## src/hw/rtl/lcdws_pkg.sv

```systemverilog
`timescale 1ns / 1ps
// Shared types, command codes and the fixed strobe sequences of the
// character-LCD write sequencer. No dependencies.
package lcdws_pkg;

   localparam int MAX_DIGITS_DEF = 10;
   localparam int MAG_W          = 32;

   // Request kinds.
   localparam logic [2:0] KIND_INIT   = 3'd0;
   localparam logic [2:0] KIND_CMD    = 3'd1;
   localparam logic [2:0] KIND_DATA   = 3'd2;
   localparam logic [2:0] KIND_CURSOR = 3'd3;
   localparam logic [2:0] KIND_GLYPH  = 3'd4;
   localparam logic [2:0] KIND_NUMBER = 3'd5;

   // Controller command bytes and nibbles.
   localparam logic [7:0] CMD_FUNC_8BIT  = 8'h38;
   localparam logic [7:0] CMD_DISPLAY_ON = 8'h0C;
   localparam logic [7:0] CMD_CLEAR      = 8'h01;
   localparam logic [7:0] NIB_FUNC_4BIT  = 8'h02;
   localparam logic [7:0] NIB_FUNC_LINES = 8'h08;
   localparam logic [7:0] CMD_CGRAM      = 8'h40;
   localparam logic [7:0] CMD_DDRAM      = 8'h80;
   localparam logic [7:0] ASCII_ZERO     = 8'd48;
   localparam logic [7:0] ASCII_MINUS    = 8'h2D;
   localparam logic [5:0] INIT_WAIT_MS   = 6'd40;

   typedef struct packed {
      logic [2:0]         kind;
      logic [7:0]         byte_value;
      logic [5:0]         column;
      logic [1:0]         row;
      logic [2:0]         glyph_slot;
      logic [63:0]        glyph_rows;
      logic signed [31:0] number;
   } req_type;

   typedef struct packed {
      logic       select_data;
      logic [7:0] bus_value;
      logic [5:0] wait_before_ms;
      logic       last;
   } rsp_type;

   // One byte for the strobe stage; single marks a raw nibble that is
   // sent as one strobe even on the four-bit bus.
   typedef struct packed {
      logic       rs;
      logic [7:0] value;
      logic [5:0] wait_ms;
      logic       single;
      logic       last;
   } byte_item_type;

   typedef struct packed {
      logic start;
      logic shift_digit;
   } bcd_ctrl_type;

   function automatic byte_item_type mk_item(input logic rs, input logic [7:0] value,
                                             input logic last);
      byte_item_type it;
      it.rs      = rs;
      it.value   = value;
      it.wait_ms = 6'd0;
      it.single  = 1'b0;
      it.last    = last;
      return it;
   endfunction

   // Byte for a given step of the fixed-length request kinds.
   function automatic byte_item_type seq_item(input req_type req, input logic [3:0] step,
                                              input logic nibble_mode);
      byte_item_type it;
      logic [7:0]    cursor;
      cursor = CMD_DDRAM | {req.row, req.column};
      it     = mk_item(1'b0, CMD_CLEAR, 1'b1);
      unique case (req.kind)
         KIND_INIT: begin
            if (!nibble_mode) begin
               unique case (step)
                  4'd0: begin
                     it = mk_item(1'b0, CMD_FUNC_8BIT, 1'b0);
                     it.wait_ms = INIT_WAIT_MS;
                  end
                  4'd1:    it = mk_item(1'b0, CMD_DISPLAY_ON, 1'b0);
                  default: it = mk_item(1'b0, CMD_CLEAR, 1'b1);
               endcase
            end else begin
               unique case (step)
                  4'd0: begin
                     it = mk_item(1'b0, NIB_FUNC_4BIT, 1'b0);
                     it.wait_ms = INIT_WAIT_MS;
                     it.single  = 1'b1;
                  end
                  4'd1: begin
                     it = mk_item(1'b0, NIB_FUNC_4BIT, 1'b0);
                     it.single = 1'b1;
                  end
                  4'd2: begin
                     it = mk_item(1'b0, NIB_FUNC_LINES, 1'b0);
                     it.single = 1'b1;
                  end
                  4'd3:    it = mk_item(1'b0, CMD_DISPLAY_ON, 1'b0);
                  default: it = mk_item(1'b0, CMD_CLEAR, 1'b1);
               endcase
            end
         end
         KIND_CMD:    it = mk_item(1'b0, req.byte_value, 1'b1);
         KIND_DATA:   it = mk_item(1'b1, req.byte_value, 1'b1);
         KIND_CURSOR: it = mk_item(1'b0, cursor, 1'b1);
         KIND_GLYPH: begin
            unique case (step)
               4'd0:  it = mk_item(1'b0, CMD_CGRAM | {2'b00, req.glyph_slot, 3'b000}, 1'b0);
               4'd1, 4'd2, 4'd3, 4'd4, 4'd5, 4'd6, 4'd7, 4'd8:
                  it = mk_item(1'b1, req.glyph_rows[8*(step-4'd1) +: 8], 1'b0);
               4'd9:    it = mk_item(1'b0, cursor, 1'b0);
               default: it = mk_item(1'b1, {5'd0, req.glyph_slot}, 1'b1);
            endcase
         end
         default: it = mk_item(1'b0, CMD_CLEAR, 1'b1);
      endcase
      return it;
   endfunction

endpackage

```

## src/hw/rtl/lcdws_bcd.sv

```systemverilog
`timescale 1ns / 1ps
// Iterative binary to BCD converter (shift and add-3), one bit per cycle,
// with a digit shift for reading digits out from the top. Uses lcdws_pkg.
module lcdws_bcd import lcdws_pkg::*; #(
   parameter int MAX_DIGITS = MAX_DIGITS_DEF
) (
   input  logic             clock,
   input  logic             reset,
   input  bcd_ctrl_type     ctrl,
   input  logic [MAG_W-1:0] mag_value,
   output logic             busy,
   output logic [3:0]       top_digit
);

   localparam int BCD_W = 4 * MAX_DIGITS;
   localparam int CNT_W = $clog2(MAG_W);

   logic [BCD_W-1:0] bcd_ff, bcd_in, adj;
   logic [MAG_W-1:0] bin_ff, bin_in;
   logic [CNT_W-1:0] cnt_ff, cnt_in;
   logic             busy_ff, busy_in;

   // Every digit of five or more gets three added before the shift.
   always_comb begin
      for (int i = 0; i < MAX_DIGITS; i++) begin
         adj[4*i +: 4] = (bcd_ff[4*i +: 4] >= 4'd5) ? bcd_ff[4*i +: 4] + 4'd3
                                                    : bcd_ff[4*i +: 4];
      end
   end

   always_comb begin
      bcd_in  = bcd_ff;
      bin_in  = bin_ff;
      cnt_in  = cnt_ff;
      busy_in = busy_ff;
      if (ctrl.start) begin
         bcd_in  = '0;
         bin_in  = mag_value;
         cnt_in  = '0;
         busy_in = 1'b1;
      end else if (busy_ff) begin
         bcd_in = {adj[BCD_W-2:0], bin_ff[MAG_W-1]};
         bin_in = {bin_ff[MAG_W-2:0], 1'b0};
         cnt_in = cnt_ff + CNT_W'(1);
         if (cnt_ff == CNT_W'(MAG_W - 1)) begin
            busy_in = 1'b0;
         end
      end else if (ctrl.shift_digit) begin
         bcd_in = {bcd_ff[BCD_W-5:0], 4'd0};
      end
   end

   always_ff @(posedge clock) begin
      if (reset) begin
         busy_ff <= 1'b0;
      end else begin
         busy_ff <= busy_in;
      end
      bcd_ff <= bcd_in;
      bin_ff <= bin_in;
      cnt_ff <= cnt_in;
   end

   assign busy      = busy_ff;
   assign top_digit = bcd_ff[BCD_W-1 -: 4];

endmodule

```

## src/hw/rtl/lcdws_emit.sv

```systemverilog
`timescale 1ns / 1ps
// Strobe stage: turns bytes into strobes (two nibbles on the four-bit bus)
// and holds the result register toward the receiver. Uses lcdws_pkg.
module lcdws_emit import lcdws_pkg::*; (
   input  logic          clock,
   input  logic          reset,
   input  logic          nibble_mode,
   input  logic          byte_valid,
   input  byte_item_type byte_item,
   output logic          byte_ready,
   output logic          rsp_valid,
   input  logic          rsp_ready,
   output rsp_type       rsp_data
);

   logic    out_valid_ff, out_valid_in;
   rsp_type out_ff, out_in;
   logic    low_pend_ff, low_pend_in;
   rsp_type low_ff, low_in;
   logic    split;

   assign byte_ready = !low_pend_ff && (!out_valid_ff || rsp_ready);
   assign split      = nibble_mode && !byte_item.single;

   always_comb begin
      out_valid_in = out_valid_ff;
      out_in       = out_ff;
      low_pend_in  = low_pend_ff;
      low_in       = low_ff;
      if (out_valid_ff && rsp_ready) begin
         if (low_pend_ff) begin
            out_in      = low_ff;
            low_pend_in = 1'b0;
         end else begin
            out_valid_in = 1'b0;
         end
      end
      if (byte_valid && byte_ready) begin
         out_valid_in = 1'b1;
         if (split) begin
            // High nibble goes first; the low nibble carries the last flag.
            out_in      = '{byte_item.rs, {4'd0, byte_item.value[7:4]}, byte_item.wait_ms, 1'b0};
            low_in      = '{byte_item.rs, {4'd0, byte_item.value[3:0]}, 6'd0, byte_item.last};
            low_pend_in = 1'b1;
         end else begin
            out_in = '{byte_item.rs, byte_item.value, byte_item.wait_ms, byte_item.last};
         end
      end
   end

   always_ff @(posedge clock) begin
      if (reset) begin
         out_valid_ff <= 1'b0;
         low_pend_ff  <= 1'b0;
      end else begin
         out_valid_ff <= out_valid_in;
         low_pend_ff  <= low_pend_in;
      end
      out_ff <= out_in;
      low_ff <= low_in;
   end

   assign rsp_valid = out_valid_ff;
   assign rsp_data  = out_ff;

`ifndef SYNTHESIS
   a_low_needs_high: assert property (@(posedge clock) disable iff (reset)
      low_pend_ff |-> out_valid_ff)
      else $error("low nibble pending without a high nibble in the output register");
   a_split_pends: assert property (@(posedge clock) disable iff (reset)
      (byte_valid && byte_ready && split) |=> (low_pend_ff && out_valid_ff))
      else $error("split byte did not leave its low nibble pending");
   a_hold_stalled: assert property (@(posedge clock) disable iff (reset)
      (rsp_valid && !rsp_ready) |=> (rsp_valid && $stable(rsp_data)))
      else $error("result changed while the receiver stalled");
`endif

endmodule

```

## src/hw/rtl/char_lcd_write_sequencer_top.sv

```systemverilog
`timescale 1ns / 1ps
// Character-LCD write sequencer: request expansion sequencer, BCD unit and
// strobe stage. Uses lcdws_pkg, lcdws_bcd and lcdws_emit.
//
// Usage: a request transfer on req_* (init, command, data, cursor move,
// glyph write or signed number) expands into a run of strobes, one result
// transfer on rsp_* each, with rsp_data.last set on the final one. Kinds
// six and seven are taken and produce nothing. csr_write_en writes the bus
// mode (bit 0: 1 selects the four-bit bus); write it only while idle.
// req_ready is high only while the sequencer is idle, so one request is in
// work at a time. Fixed requests hand one byte per cycle to the strobe stage
// while the receiver is ready and no low nibble is pending; the stage splits
// each byte not marked single into two strobes on the four-bit bus; at most
// 22 strobes. A request keeps req_ready low until its last byte is taken.
// A number is first converted in 32 shift-and-add steps of the BCD unit,
// then its digits are read out from the top, and leading zeros of its
// MAX_DIGITS digit positions are skipped and not sent. For fixed kinds the
// first byte is offered from the sequencing state. A stalled receiver
// holds the output register and the sequencer waits; nothing is lost.
// Synchronous reset returns to idle, output empty, eight-bit bus selected.
module char_lcd_write_sequencer_top import lcdws_pkg::*; #(
   parameter int MAX_DIGITS = MAX_DIGITS_DEF
) (
   input  logic    clock,
   input  logic    reset,
   input  logic    req_valid,
   output logic    req_ready,
   input  req_type req_data,
   output logic    rsp_valid,
   input  logic    rsp_ready,
   output rsp_type rsp_data,
   input  logic    csr_write_en,
   input  logic    csr_write_data
);

   localparam int DIG_W = $clog2(MAX_DIGITS);

   localparam logic [2:0] S_IDLE  = 3'd0;
   localparam logic [2:0] S_SEQ   = 3'd1;
   localparam logic [2:0] S_CONV  = 3'd2;
   localparam logic [2:0] S_SIGN  = 3'd3;
   localparam logic [2:0] S_DIGIT = 3'd4;

   logic [2:0]       state_ff, state_in;
   req_type          req_ff, req_in;
   logic [3:0]       step_ff, step_in;
   logic [DIG_W-1:0] dig_ff, dig_in;
   logic             started_ff, started_in;
   logic             nibble_mode_ff;

   logic             req_take;
   logic             byte_valid, byte_ready;
   byte_item_type    byte_item;
   bcd_ctrl_type     bcd_ctrl;
   logic [MAG_W-1:0] mag_value;
   logic             bcd_busy;
   logic [3:0]       top_digit;
   logic             skip;

   assign req_ready = (state_ff == S_IDLE);
   assign req_take  = req_valid && req_ready;
   // Unsigned negate gives the true magnitude of the most negative value.
   assign mag_value = req_data.number[31] ? (MAG_W'(0) - MAG_W'(req_data.number))
                                          : MAG_W'(req_data.number);
   assign skip = !started_ff && (top_digit == 4'd0) && (dig_ff != '0);

   always_comb begin
      state_in   = state_ff;
      req_in     = req_ff;
      step_in    = step_ff;
      dig_in     = dig_ff;
      started_in = started_ff;
      byte_valid = 1'b0;
      byte_item  = seq_item(req_ff, step_ff, nibble_mode_ff);
      bcd_ctrl   = '{start: 1'b0, shift_digit: 1'b0};
      unique case (state_ff)
         S_IDLE: begin
            if (req_take) begin
               req_in  = req_data;
               step_in = 4'd0;
               if (req_data.kind == KIND_NUMBER) begin
                  bcd_ctrl.start = 1'b1;
                  state_in       = S_CONV;
               end else if (req_data.kind == KIND_INIT || req_data.kind == KIND_CMD ||
                            req_data.kind == KIND_DATA || req_data.kind == KIND_CURSOR ||
                            req_data.kind == KIND_GLYPH) begin
                  state_in = S_SEQ;
               end
            end
         end
         S_SEQ: begin
            byte_valid = 1'b1;
            if (byte_ready) begin
               step_in = step_ff + 4'd1;
               if (byte_item.last) begin
                  state_in = S_IDLE;
               end
            end
         end
         S_CONV: begin
            if (!bcd_busy) begin
               dig_in     = DIG_W'(MAX_DIGITS - 1);
               started_in = 1'b0;
               state_in   = req_ff.number[31] ? S_SIGN : S_DIGIT;
            end
         end
         S_SIGN: begin
            byte_valid = 1'b1;
            byte_item  = mk_item(1'b1, ASCII_MINUS, 1'b0);
            if (byte_ready) begin
               state_in = S_DIGIT;
            end
         end
         S_DIGIT: begin
            byte_item = mk_item(1'b1, ASCII_ZERO + {4'd0, top_digit}, dig_ff == '0);
            if (skip) begin
               bcd_ctrl.shift_digit = 1'b1;
               dig_in               = dig_ff - DIG_W'(1);
            end else begin
               byte_valid = 1'b1;
               if (byte_ready) begin
                  started_in = 1'b1;
                  if (dig_ff == '0) begin
                     state_in = S_IDLE;
                  end else begin
                     bcd_ctrl.shift_digit = 1'b1;
                     dig_in               = dig_ff - DIG_W'(1);
                  end
               end
            end
         end
         default: state_in = S_IDLE;
      endcase
   end

   always_ff @(posedge clock) begin
      if (reset) begin
         state_ff       <= S_IDLE;
         nibble_mode_ff <= 1'b0;
      end else begin
         state_ff <= state_in;
         if (csr_write_en) begin
            nibble_mode_ff <= csr_write_data;
         end
      end
      req_ff     <= req_in;
      step_ff    <= step_in;
      dig_ff     <= dig_in;
      started_ff <= started_in;
   end

   lcdws_bcd #(
      .MAX_DIGITS(MAX_DIGITS)
   ) u_bcd (
      .clock    (clock),
      .reset    (reset),
      .ctrl     (bcd_ctrl),
      .mag_value(mag_value),
      .busy     (bcd_busy),
      .top_digit(top_digit)
   );

   lcdws_emit u_emit (
      .clock      (clock),
      .reset      (reset),
      .nibble_mode(nibble_mode_ff),
      .byte_valid (byte_valid),
      .byte_item  (byte_item),
      .byte_ready (byte_ready),
      .rsp_valid  (rsp_valid),
      .rsp_ready  (rsp_ready),
      .rsp_data   (rsp_data)
   );

`ifndef SYNTHESIS
   a_idle_no_bytes: assert property (@(posedge clock) disable iff (reset)
      req_ready |-> !byte_valid)
      else $error("byte offered while the sequencer is idle");
   a_number_starts_bcd: assert property (@(posedge clock) disable iff (reset)
      (req_take && req_data.kind == KIND_NUMBER) |=> (bcd_busy && state_ff == S_CONV))
      else $error("number request did not start the BCD unit");
   a_digits_after_conv: assert property (@(posedge clock) disable iff (reset)
      (state_ff == S_SIGN || state_ff == S_DIGIT) |-> !bcd_busy)
      else $error("digit readout while the BCD unit is still converting");
`endif

endmodule

```

## config.mk

```make
export PLATFORM = sky130hd
export DESIGN_NAME = char_lcd_write_sequencer_top
export DESIGN_NICKNAME = d
export VERILOG_FILES = /design/src/hw/rtl/lcdws_pkg.sv /design/src/hw/rtl/lcdws_bcd.sv /design/src/hw/rtl/lcdws_emit.sv /design/src/hw/rtl/char_lcd_write_sequencer_top.sv
export SDC_FILE = /design/constraint.sdc
export NUM_CORES = 1
export LEC_CHECK = 0
export ABC_AREA = 1
export BUFFER_PORTS_ARGS = -buffer_cell sky130_fd_sc_hd__buf_2
export CORE_UTILIZATION = 65
export CTS_BUF_LIST = sky130_fd_sc_hd__clkbuf_8
export DETAILED_ROUTE_END_ITERATION = 7
export HOLD_SLACK_MARGIN = 0.05
export PLACE_DENSITY = 0.88
export SETUP_SLACK_MARGIN = 0.1
export SLEW_MARGIN = 20
export SYNTH_ARGS = -nofsm -noshare
export SYNTH_HDL_FRONTEND = slang
export SYNTH_SLANG_ARGS = --single-unit
```

## constraint.sdc

```tcl
create_clock -name clock -period 6 [get_ports clock]
set_input_delay 1.2 -clock clock [delete_from_list [all_inputs] [get_ports clock]]
set_output_delay 1.2 -clock clock [all_outputs]
set_load 0.01 [all_outputs]
```

==> results.txt, run 1 <==
----------------------------------------------------
[Setup path]
  Data arrival time of the critical path ... 3770 ps
  Element type at the critical path end ... register
  Start-to-end type of the worst setup path ... register to register
  Worst reg2reg path endpoint ... u_emit.rsp_data[7]
  Flop-to-flop setup slack ... 2600 ps
  Worst-path fanout max ... 36
  Worst reg-to-reg path cell count ... 13
  R2R Path Start ... step_ff[0]
  Kind of start point of the critical path ... register
  Required time of the critical path ... 6360 ps

[Detailed routing]
  Detailed-route via count ... 8896
  Starting DRC count in detailed routing ... 692
  Vias per cell ... 5.61
  Residual DRC count ... 0
  Average detailed-routed wire length per instance ... 14.7 um
  Number of search-and-repair iterations in the first detailed-routing pass ... 5
  Total routed wirelength ... 23300 um
  Remaining antenna violation count after routing ... 0

[Synthesis]
  Syn. warnings ... 0
  Count of unique library cells instantiated by Yosys ... 59
  Sequential fraction of the synthesis area ... 50.1%
  Post-Synthesis Mean Instance Area ... 8.63 um^2
  Flop and latch count out of synthesis ... 196
  Ys flop type ... sky130_fd_sc_hd__edfxtp_1
  Fraction of synthesis flops using an asynchronous set or reset pin ... 0%
  Number of instances in the synthesized netlist ... 1240
  EDFF count, synth ... 144
  Post-Synthesis Cell Area ... 10700 um^2

[Worst hold path]
  Worst hold path endpoint ... u_bcd.cnt_ff[4]
  Worst Hold Class ... register to register
  Number of cells on the worst hold path ... 2
  Source of the worst hold timing path ... u_bcd.cnt_ff[4]

[STA]
  Final number of max-transition violations ... 0
  RSZ-0062 raised after global routing ... no
  Setup Skew ... 16.9 ps
  Finish-stage setup viols ... 0
  Least-Margin Pin Slew ... 999 ps
  Final critical-path share of the clock period ... 56.7%
  Summed negative setup slack over all endpoints ... 0 ps
  Slew margin rel. ... 33.3%
  Max Fclk ... 0.294 GHz
  Hold violation total from the final report ... 0
  Final critical-path required period ... 3400 ps

[Placed design]
  Number of port buffers ... 136
  Final GP Congestion ... 0.902
  Dpl cell area ... 11500 um^2
  Detailed placement HPWL ... 15900 um
  Dpl cells ... 1554

[Clocking]
  Number of instances resized during post-cts repair ... 0
  Total CTS buffers ... 17
  Sinks on the clock net ... 196
  TritonCTS clock tree ... yes
  Post CTS Setup Buffer Count ... 0
  Buffer type at the clock tree root ... sky130_fd_sc_hd__clkbuf_8
  Clock Tree Buf Depth ... 2
  H-tree levels ... 4
  Source-to-sink clock delay at the later pin of the worst-skew pair ... 480 ps
  Clk pin slew, worst setup/hold paths ... 100 ps
  Total of hold buffers inserted after clock tree synthesis ... 0

[Cells and area]
  Fraction of layout instances using a drive strength above 1 ... 17.0%
  Footprint of the flip-flops and latches ... 5370 um^2
  Post-layout utilization of the core ... 74.6%
  Area used by multi-input combinational logic ... 4530 um^2
  Nets ... 1512
  Filler-free cell count of the finished design ... 1587
  Synth-to-layout area growth ... 11.5%
  Post-route design area ... 11900 um^2
  Fillers ... 1218

[Power and ir drop]
  Combinational group share of total power ... 42.4%
  Clock group share of total power ... 18.0%
  Net switching power of the design ... 2.31 mW
  Worst ir drop on vdd ... 0.000208 V
  Leakage power ... 5.22 nW
  Switching fraction of total power ... 41.5%
  Total power ... 5.56 mW
  Total power per unit cell area ... 466 nW/um^2
  Total internal power ... 3.25 mW
  Sequential share of power ... 39.6%

[Floorplan]
  I/O pins ... 142
  Starting density of the core ... 66.9%
  Die footprint ... 17000 um^2
  Std-Cell Core Area ... 16000 um^2
  Y dimension of the die ... 130 um
  Overall die width ... 130 um
  Cell row count ... 46

[Global route]
  Antenna violations before repair ... 1
  Vias in the first global route ... 8299
  Global-route wire length before repair ... 37300 um
  Overflow left after global routing ... 0
  Largest net degree at the start of global routing ... 67
  Combined global-route utilization of all metal layers ... 28.2%

[Job]
  Count of max-cap constraint violations ... 0

[Run status]
  Outcome ... finished, final reports clean

----------------------------------------------------
## Yosys cell counts, types with 5 or more instances
| master | instances | area [um^2] |
|---|---|---|
| sky130_fd_sc_hd__edfxtp_1 | 144 | 4320 |
| sky130_fd_sc_hd__a21oi_1 | 43 | 215 |
| sky130_fd_sc_hd__nand4_1 | 16 | 100 |
| sky130_fd_sc_hd__o211ai_1 | 8 | 60.1 |
| sky130_fd_sc_hd__or2_2 | 7 | 43.8 |
| sky130_fd_sc_hd__nor3_1 | 6 | 30.0 |
| sky130_fd_sc_hd__a221oi_1 | 16 | 140 |
| sky130_fd_sc_hd__nand2_1 | 297 | 1110 |
| sky130_fd_sc_hd__xor2_1 | 27 | 236 |
| sky130_fd_sc_hd__inv_2 | 7 | 26.3 |
| sky130_fd_sc_hd__o21ai_0 | 96 | 480 |
| sky130_fd_sc_hd__a221oi_2 | 5 | 75.1 |
| sky130_fd_sc_hd__buf_2 | 18 | 90.1 |
| sky130_fd_sc_hd__o21ai_1 | 11 | 55.1 |
| sky130_fd_sc_hd__nand2_2 | 12 | 75.1 |
| sky130_fd_sc_hd__nor2_1 | 104 | 390 |
| sky130_fd_sc_hd__inv_1 | 138 | 518 |
| sky130_fd_sc_hd__ha_1 | 31 | 388 |
| sky130_fd_sc_hd__clkbuf_1 | 15 | 56.3 |
| sky130_fd_sc_hd__a31oi_1 | 12 | 75.1 |
| sky130_fd_sc_hd__nand3_1 | 103 | 515 |
| sky130_fd_sc_hd__o311ai_0 | 7 | 61.3 |
| sky130_fd_sc_hd__buf_4 | 6 | 45.0 |
| sky130_fd_sc_hd__dfxtp_1 | 52 | 1040 |
## cells in the final DEF (no fill, tap or decap), types with 3 or more instances in the layout
master and n:
sky130_fd_sc_hd__nor2_2 3, sky130_fd_sc_hd__inv_8 3, sky130_fd_sc_hd__or2_2 7, sky130_fd_sc_hd__nor2_4 4, sky130_fd_sc_hd__ha_1 31, sky130_fd_sc_hd__clkbuf_8 17
sky130_fd_sc_hd__a221oi_1 16, sky130_fd_sc_hd__a21oi_1 43, sky130_fd_sc_hd__o21ai_1 11, sky130_fd_sc_hd__nand2_4 3, sky130_fd_sc_hd__buf_2 136, sky130_fd_sc_hd__nand2_1 297
sky130_fd_sc_hd__nand2_2 12, sky130_fd_sc_hd__nand3_1 103, sky130_fd_sc_hd__o21ai_0 96, sky130_fd_sc_hd__inv_6 5, sky130_fd_sc_hd__conb_1 4, sky130_fd_sc_hd__xnor2_1 4
sky130_fd_sc_hd__nand3_2 4, sky130_fd_sc_hd__xor2_1 27, sky130_fd_sc_hd__dfxtp_1 52, sky130_fd_sc_hd__o311ai_0 7, sky130_fd_sc_hd__inv_2 7, sky130_fd_sc_hd__edfxtp_1 144
sky130_fd_sc_hd__buf_4 6, sky130_fd_sc_hd__nand4_1 16, sky130_fd_sc_hd__a221oi_2 5, sky130_fd_sc_hd__a31oi_1 12, sky130_fd_sc_hd__nor2_1 104, sky130_fd_sc_hd__nor3_1 6
sky130_fd_sc_hd__o31ai_1 3, sky130_fd_sc_hd__o211ai_1 8, sky130_fd_sc_hd__inv_1 137, sky130_fd_sc_hd__bufinv_16 5
## cell families after synthesis
family	Yosys count	share of synthesized area, %
buffers and inverters	195	7.68
XOR/XNOR	32	2.69
other	1	0.0350
adder cells (fa/ha/maj)	31	3.62
AO/OA/AOI/OAI	211	12.0
AND/OR/NAND/NOR	574	23.9
flip-flops	196	50.1
## area by class of cell
| type | instances | share of cell area [%] |
|---|---|---|
| sequential | 196 | 45.0 |
| multi-input combinational | 852 | 37.9 |
| timing repair buffer | 142 | 6.08 |
| inverter | 148 | 4.77 |
| tap | 216 | 2.26 |
| clock inverter | 15 | 2.00 |
| clock buffer | 17 | 1.96 |
| antenna | 1 | 0.0210 |
## through the flow
step | setup WS [ps] | hold slack (ps)
finish | 2600 | 475
global route | 2480 | 506
CTS | 2670 | 478
detailed placement | 2380 | 464
global placement | 2390 | 454
floorplan | 2600 | 445
## per-layer routing
metal	vias to the layer above	share of wire, %	routed length [um]	global-route usage [%]
met5	-	0	0	0
met4	0	2.4	558	10.1
met3	48	6.6	1540	5.49
met2	341	51	11900	51.2
met1	4081	40	9300	33.0
li1	4426	-	-	-
## flip-flops by register name (all words and copies together), names as in the netlist, 3 cells and up
register and cells:
req_ff 86, u_bcd.bcd_ff 40, u_bcd.bin_ff 32, u_emit.rsp_data 11
u_emit.low_ff 6, u_bcd.cnt_ff 5, dig_ff 4, step_ff 4
state_ff 3
## critical path, cell delays in order (launching register included)
cell	delay (ps)
sky130_fd_sc_hd__edfxtp_1	410
sky130_fd_sc_hd__inv_2	500
sky130_fd_sc_hd__ha_1	550
sky130_fd_sc_hd__inv_1	660
sky130_fd_sc_hd__o21ai_0	270
sky130_fd_sc_hd__o211ai_1	260
sky130_fd_sc_hd__nand3_1	130
sky130_fd_sc_hd__nand2_1	80
sky130_fd_sc_hd__nand2_1	70
sky130_fd_sc_hd__nand2_1	100
sky130_fd_sc_hd__nand2_1	70
sky130_fd_sc_hd__nand2_1	70
sky130_fd_sc_hd__nand2_1	50
sky130_fd_sc_hd__nand2_1	70
## power by group through the flow
| stage | clock [mW] | combinational (mW) | sequential [mW] |
|---|---|---|---|
| CTS | 1.01 | 2.34 | 2.20 |
| floorplan | 0 | 1.80 | 2.19 |
| detailed placement | 0 | 2.33 | 2.22 |
| global route | 1.05 | 2.67 | 2.25 |
| finish | 0.999 | 2.36 | 2.20 |
| global placement | 0 | 2.24 | 2.21 |
## how the worst max path moves through the flow
stage / start / endpoint / slack (ps)
finish: step_ff[0] / u_emit.rsp_data[7] / 2600
detailed placement: req_data[117] / u_bcd.bin_ff[5] / 2380
global route: step_ff[0] / u_emit.rsp_data[8] / 2480
global placement: req_data[117] / u_bcd.bin_ff[10] / 2390
floorplan: req_valid / req_ff[101] / 2600
CTS: step_ff[0] / u_emit.rsp_data[9] / 2670
No activity file was read; power rests on OpenSTA's default activity.
==> run 2: changes to the inputs <==
- CORE_UTILIZATION: 65 -> 54
- PLACE_DENSITY: 0.88 -> 0.78
- clock period: 6 -> 2.8 ns (I/O delays scaled with it)
==> results.txt, run 2 (synthesis results as in run 1) <==
----------------------------------------------------
[Run status]
  Outcome ... finished, final reports clean

[Floorplan]
  Y dimension of the die ... 143 um (+9.6%)
  Starting density of the core ... 55.0% (-12 points)
  Overall die width ... 143 um (+9.6%)
  I/O pins ... 142 (unchanged)
  Std-Cell Core Area ... 19500 um^2 (+22%)
  Die footprint ... 20400 um^2 (+20%)
  Cell row count ... 51 (+11%)

[Setup path]
  Kind of start point of the critical path ... register
  Worst reg2reg path endpoint ... u_emit.rsp_data[7]
  Flop-to-flop setup slack ... 400 ps (-2200 ps)
  Start-to-end type of the worst setup path ... register to register
  R2R Path Start ... step_ff[0]
  Worst-path fanout max ... 15 (-58%)
  Worst reg-to-reg path cell count ... 15 (+2)
  Element type at the critical path end ... register
  Required time of the critical path ... 3030 ps (-3330 ps)
  Data arrival time of the critical path ... 2640 ps (-1130 ps)

[Cells and area]
  Biggest registers after layout ... req_ff x86, u_bcd.bcd_ff x40, u_bcd.bin_ff x32
  Most frequent standard cell in the layout excluding fill and tap cells ... sky130_fd_sc_hd__nand2_1
  Post-route design area ... 12000 um^2 (+0.60%)
  Biggest register ... req_ff
  Fraction of layout instances using a drive strength above 1 ... 17.7% (+0.66 points)
  Nets ... 1523 (+0.73%)
  Synth-to-layout area growth ... 12.2%
  Flip-flop count of the largest register after layout ... 86 (unchanged)
  Commonest cells after routing, fill and taps aside ... 297 x sky130_fd_sc_hd__nand2_1, 144 x sky130_fd_sc_hd__edfxtp_1, 138 x sky130_fd_sc_hd__inv_1

[Worst hold path]
  Number of cells on the worst hold path ... 1 (-1)
  Worst hold path endpoint ... req_ff[84]
  Source of the worst hold timing path ... req_data[84]
  Worst Hold Class ... input pin to register

[STA]
  Setup Skew ... 16.4 ps (-0.533 ps)
  RSZ-0062 raised after global routing ... no
  Hold violation total from the final report ... 0 (unchanged)
  Final critical-path share of the clock period ... 85.8% (+29 points)
  Final critical-path required period ... 2400 ps (-1000 ps)
  Finish-stage setup viols ... 0 (unchanged)
  Slew margin rel. ... 58.0% (+25 points)
  Summed negative setup slack over all endpoints ... 0 ps (unchanged)
  Least-Margin Pin Slew ... 629 ps (-370 ps)
  Final number of max-transition violations ... 0 (unchanged)
  Max Fclk ... 0.416 GHz (+42%)

[Clocking]
  TritonCTS clock tree ... yes
  Buffer type at the clock tree root ... sky130_fd_sc_hd__clkbuf_8
  Clk pin slew, worst setup/hold paths ... 110 ps (about the same)
  Post CTS Setup Buffer Count ... 0 (unchanged)
  Number of instances resized during post-cts repair ... 0 (unchanged)
  H-tree levels ... 4 (unchanged)
  Total of hold buffers inserted after clock tree synthesis ... 0 (unchanged)
  Source-to-sink clock delay at the later pin of the worst-skew pair ... 470 ps (about the same)
  Sinks on the clock net ... 196 (unchanged)
  Total CTS buffers ... 17 (unchanged)
  Clock Tree Buf Depth ... 2 (unchanged)

[Power and ir drop]
  Total power per unit cell area ... 964 nW/um^2 (+110%)
  Leakage power ... 5.22 nW (about the same)
  Worst ir drop on vdd ... 0.000443 V (+110%)

[Detailed routing]
  Starting DRC count in detailed routing ... 649 (-6.2%)
  Number of search-and-repair iterations in the first detailed-routing pass ... 6 (+1)
  Total routed wirelength ... 23500 um (+0.72%)
  Remaining antenna violation count after routing ... 0 (unchanged)
  Residual DRC count ... 0 (unchanged)
  Detailed-route via count ... 8830 (-0.74%)
  Vias per cell ... 5.35 (-4.5%)
  Average detailed-routed wire length per instance ... 14.2 um (-3.1%)

[Global route]
  Antenna violations before repair ... 3 (+2)
  Largest net degree at the start of global routing ... 46 (-31%)
  Global-route wire length before repair ... 38500 um (+3.2%)
  Overflow left after global routing ... 0 (unchanged)
  Vias in the first global route ... 8254 (-0.54%)
  Combined global-route utilization of all metal layers ... 24.0% (-4.2 points)

[Job]
  Count of max-cap constraint violations ... 0 (unchanged)

[Placed design]
  Final GP Congestion ... 0.875 (-2.9%)
  Number of port buffers ... 136 (unchanged)
  Dpl cell area ... 11600 um^2 (+1.6%)
  Detailed placement HPWL ... 16500 um (+3.8%)

----------------------------------------------------
-- run 2: critical path: stages (launching register included) --
cell                       delay [ps]
sky130_fd_sc_hd__edfxtp_1         490
sky130_fd_sc_hd__inv_2             90
sky130_fd_sc_hd__ha_1             320
sky130_fd_sc_hd__inv_1            240
sky130_fd_sc_hd__buf_12           180
sky130_fd_sc_hd__nor2_1            50
sky130_fd_sc_hd__o21ai_0           70
sky130_fd_sc_hd__o211ai_1         110
sky130_fd_sc_hd__nand3_1          130
sky130_fd_sc_hd__nand2_1           70
sky130_fd_sc_hd__nand2_1           90
sky130_fd_sc_hd__nand2_1           60
sky130_fd_sc_hd__nand2_1          110
sky130_fd_sc_hd__nand2_1           60
sky130_fd_sc_hd__nand2_1           60
sky130_fd_sc_hd__nand2_1           50
-- run 2: worst max path at each step --
stage / from / to / slack, ps / cells past startpoint
6_report: step_ff[0] / u_emit.rsp_data[7] / 400 / 15
2_1_floorplan: state_ff[1] / u_bcd.bin_ff[0] / 340 / 7
5_1_grt: step_ff[0] / u_emit.rsp_data[8] / 160 / 15
3_5_place_dp: req_data[0] / u_bcd.bin_ff[30] / 390 / 14
4_1_cts: step_ff[0] / u_emit.rsp_data[7] / 410 / 15
3_3_place_gp: step_ff[0] / u_emit.rsp_data[7] / 440 / 15
-- run 2: area by class of cell --
type                            instances  area (um^2)
Clock buffer                           17          234
Clock inverter                         15          121
Timing Repair Buffer                  153          846
Sequential cell                       196         5370
Multi-Input combinational cell        852         4530
Antenna cell                            3         7.51
Tap cell                              265          332
Inverter                              148          572
Fill cell                            1678         7460
-- run 2: power by group --
part	switching [mW]	internal (mW)	leakage [nW]
Clock	1.06	0.635	0.171
Combinational	3.33	1.83	3.27
Sequential	0.544	4.18	1.78
Total	4.94	6.64	5.22
-- run 2: layer usage --
| layer | share of wire (%) | wire [um] | track usage [%] |
|---|---|---|---|
| met5 | 0.11 | 27 | 0 |
| met4 | 2.0 | 481 | 8.60 |
| met3 | 6.8 | 1600 | 4.80 |
| met2 | 48 | 11300 | 40.6 |
| met1 | 43 | 10100 | 30.5 |
-- run 2: per-stage QoR --
stage / power, mW / setup WS [ps] / utilization (%) / cells / hold WS, ps
floorplan: 8.54 / 340 / - / 1243 / 445
global placement: 9.71 / 444 / 59.8 / 1614 / 453
detailed placement: 9.88 / 393 / 59.8 / 1614 / 467
CTS: 11.6 / 409 / 61.7 / 1646 / 228
global route: 12.5 / 162 / 61.7 / 1647 / 222
finish: 11.6 / 397 / 61.7 / 1649 / 255
==> run 3: changes to the inputs <==
- CORE_UTILIZATION: 54 -> 65
- PLACE_DENSITY: 0.78 -> 0.88
- clock period: 2.8 -> 2.99 ns (I/O delays scaled with it)
==> results.txt, run 3 (synthesis results as in run 1) <==
----------------------------------------------------
[Detailed routing]
  Average detailed-routed wire length per instance ... 14.9 um (+4.8%)
  Remaining antenna violation count after routing ... 0 (unchanged)
  Residual DRC count ... 0 (unchanged)
  Number of search-and-repair iterations in the first detailed-routing pass ... 5 (-1)
  Total routed wirelength ... 23800 um (+1.2%)
  Vias per cell ... 5.63 (+5.2%)
  Detailed-route via count ... 8974 (+1.6%)
  Starting DRC count in detailed routing ... 923 (+42%)

[Cells and area]
  Fraction of layout instances using a drive strength above 1 ... 17.4% (-0.24 points)
  Nets ... 1519 (-0.26%)
  Footprint of the flip-flops and latches ... 5370 um^2 (unchanged)
  Biggest register ... req_ff
  Fillers ... 1174 (-30%)
  Area used by multi-input combinational logic ... 4530 um^2 (unchanged)
  Diode insertion count for antenna repair ... 0 (-3)
  Filler-free cell count of the finished design ... 1593 (-3.4%)
  Most frequent standard cell in the layout excluding fill and tap cells ... sky130_fd_sc_hd__nand2_1
  Synth-to-layout area growth ... 10.9%
  Biggest registers after layout ... req_ff x86, u_bcd.bcd_ff x40, u_bcd.bin_ff x32
  Commonest cells after routing, fill and taps aside ... 297 x sky130_fd_sc_hd__nand2_1, 144 x sky130_fd_sc_hd__edfxtp_1, 137 x sky130_fd_sc_hd__inv_1
  Flip-flop count of the largest register after layout ... 86 (unchanged)

[Setup path]
  Start-to-end type of the worst setup path ... register to register
  Critical path's top delay family ... buffers and inverters
  Element type at the critical path end ... register
  Worst path cell trace ... inv_1, ha_1, inv_1, buf_4, nor2_1, o21ai_0, o211ai_1, nand3_1, nand2_1, nand2_1, nand3_1, a21oi_1, nand2_1
  Worst-path fanout max ... 15 (unchanged)
  Slowest cell on the critical path ... sky130_fd_sc_hd__edfxtp_1
  Data arrival time of the critical path ... 2750 ps (+110 ps)
  Largest incremental delay on the critical path ... 440 ps (-50 ps)
  Cell repeated most along the worst path ... sky130_fd_sc_hd__nand2_1
  Required time of the critical path ... 3210 ps (+180 ps)
  Kind of start point of the critical path ... register
  Buf/Inv on CP ... 3 (unchanged)

[STA]
  RSZ-0062 raised after global routing ... no
  Max Fclk ... 0.396 GHz (-4.8%)
  Finish-stage setup viols ... 0 (unchanged)
  Final critical-path required period ... 2520 ps (+121 ps)
  Hold violation total from the final report ... 0 (unchanged)
  Least-Margin Pin Slew ... 1020 ps (+394 ps)
  Setup Skew ... 13.3 ps (-3.03 ps)
  Final critical-path share of the clock period ... 84.4% (-1.4 points)
  Final number of max-transition violations ... 0 (unchanged)
  Summed negative setup slack over all endpoints ... 0 ps (unchanged)
  Slew margin rel. ... 31.8% (-26 points)

[Placed design]
  Number of port buffers ... 136 (unchanged)
  Final GP Congestion ... 0.897 (+2.5%)
  Dpl cells ... 1561 (-3.3%)
  Detailed placement HPWL ... 16600 um (+0.94%)

[Clocking]
  Clock Tree Buf Depth ... 2 (unchanged)
  H-tree levels ... 4 (unchanged)
  Buffer type at the clock tree root ... sky130_fd_sc_hd__clkbuf_8
  Clk pin slew, worst setup/hold paths ... 100 ps (about the same)
  Total of hold buffers inserted after clock tree synthesis ... 0 (unchanged)
  Number of instances resized during post-cts repair ... 0 (unchanged)
  TritonCTS clock tree ... yes
  Source-to-sink clock delay at the later pin of the worst-skew pair ... 460 ps (about the same)
  Total CTS buffers ... 17 (unchanged)
  Post CTS Setup Buffer Count ... 0 (unchanged)
  Sinks on the clock net ... 196 (unchanged)

[Run status]
  Outcome ... finished, final reports clean

[Floorplan]
  Die footprint ... 17000 um^2 (-17%)
  Y dimension of the die ... 130 um (-8.7%)
  I/O pins ... 142 (unchanged)
  Starting density of the core ... 66.9% (+12 points)
  Std-Cell Core Area ... 16000 um^2 (-18%)
  Overall die width ... 130 um (-8.7%)
  Cell row count ... 46 (-9.8%)

[Global route]
  Overflow left after global routing ... 0 (unchanged)
  Vias in the first global route ... 8642 (+4.7%)
  Antenna violations before repair ... 0 (-3)
  Largest net degree at the start of global routing ... 83 (+80%)
  Global-route wire length before repair ... 39400 um (+2.4%)
  Combined global-route utilization of all metal layers ... 29.6% (+5.6 points)

[Power and ir drop]
  Clock group share of total power ... 14.6% (about the same)
  Total power per unit cell area ... 914 nW/um^2 (-5.2%)
  Sequential share of power ... 40.7% (about the same)
  Net switching power of the design ... 4.69 mW (-4.9%)
  Worst ir drop on vdd ... 0.000527 V (+19%)
  Combinational group share of total power ... 44.7% (about the same)
  Switching fraction of total power ... 43.2% (+0.60 points)
  Leakage power ... 5.19 nW (-0.50%)
  Total internal power ... 6.16 mW (-7.2%)

[Job]
  Count of max-cap constraint violations ... 0 (unchanged)

[Worst hold path]
  Worst Hold Class ... input pin to register

----------------------------------------------------
run 3: cell types whose count changed in the layout (fill, tap and decap cells not counted), sizes merged:
cell      previous run  this run
buf                153       149
clkinv               2         4
clkinvlp             6         4
diode                3         0
run 3: final cells by class:
type / instances / area share (%)
clock buffers: 17 / 1.97
flip-flops and latches: 196 / 45.2
clock inverters: 15 / 1.01
well taps: 216 / 2.28
inverters: 148 / 4.82
repair buffers: 149 / 6.56
multi-input cells: 852 / 38.2
run 3: stage by stage:
| stage | hold slack, ps | instance area, um^2 | setup WS, ps | util, % | total power, mW |
|---|---|---|---|---|---|
| after floorplan | 445 | 10700 | 521 | - | 8.00 |
| after global placement | 454 | 11500 | 476 | 72.0 | 8.98 |
| after detailed placement | 463 | 11500 | 458 | 72.0 | 9.24 |
| after CTS | 279 | 11900 | 466 | 74.2 | 10.8 |
| after global routing | 266 | 11900 | 276 | 74.2 | 11.7 |
| final | 297 | 11900 | 466 | 74.2 | 10.9 |
run 3: path summary, 6_finish.rpt:
kind / endpoint / slack [ps] / cells after the start / from
hold reg to reg: u_bcd.cnt_ff[4] / 470 / 2 / u_bcd.cnt_ff[4]
setup / recovery: u_emit.rsp_data[8] / 470 / 13 / step_ff[1]
setup reg to reg: u_emit.rsp_data[8] / 470 / 13 / step_ff[1]
hold / removal: req_ff[80] / 300 / 1 / req_data[80]
run 3: per-layer routing:
layer	part of all wire [%]	vias to the layer above	wire length [um]	global-route usage, %
li1	-	4426	-	-
met1	40	4134	9400	34.8
met2	50	359	12000	53.1
met3	7.5	55	1780	6.15
met4	2.6	0	612	11.5
met5	0	-	0	0
run 3: power groups by stage:
stage	clock network (mW)	registers (mW)	logic, mW
after detailed placement	0	4.45	4.78
after global routing	1.71	4.52	5.49
after CTS	1.60	4.40	4.82
after floorplan	0	4.39	3.61
after global placement	0	4.42	4.56
final	1.58	4.42	4.85
run 3: worst register-to-register path: stages (launching register included):
cell and delay (ps):
sky130_fd_sc_hd__edfxtp_1 440, sky130_fd_sc_hd__inv_1 160, sky130_fd_sc_hd__ha_1 260, sky130_fd_sc_hd__inv_1 240, sky130_fd_sc_hd__buf_4 280, sky130_fd_sc_hd__nor2_1 70
sky130_fd_sc_hd__o21ai_0 80, sky130_fd_sc_hd__o211ai_1 110, sky130_fd_sc_hd__nand3_1 160, sky130_fd_sc_hd__nand2_1 70, sky130_fd_sc_hd__nand2_1 90, sky130_fd_sc_hd__nand3_1 100
sky130_fd_sc_hd__a21oi_1 150, sky130_fd_sc_hd__nand2_1 80
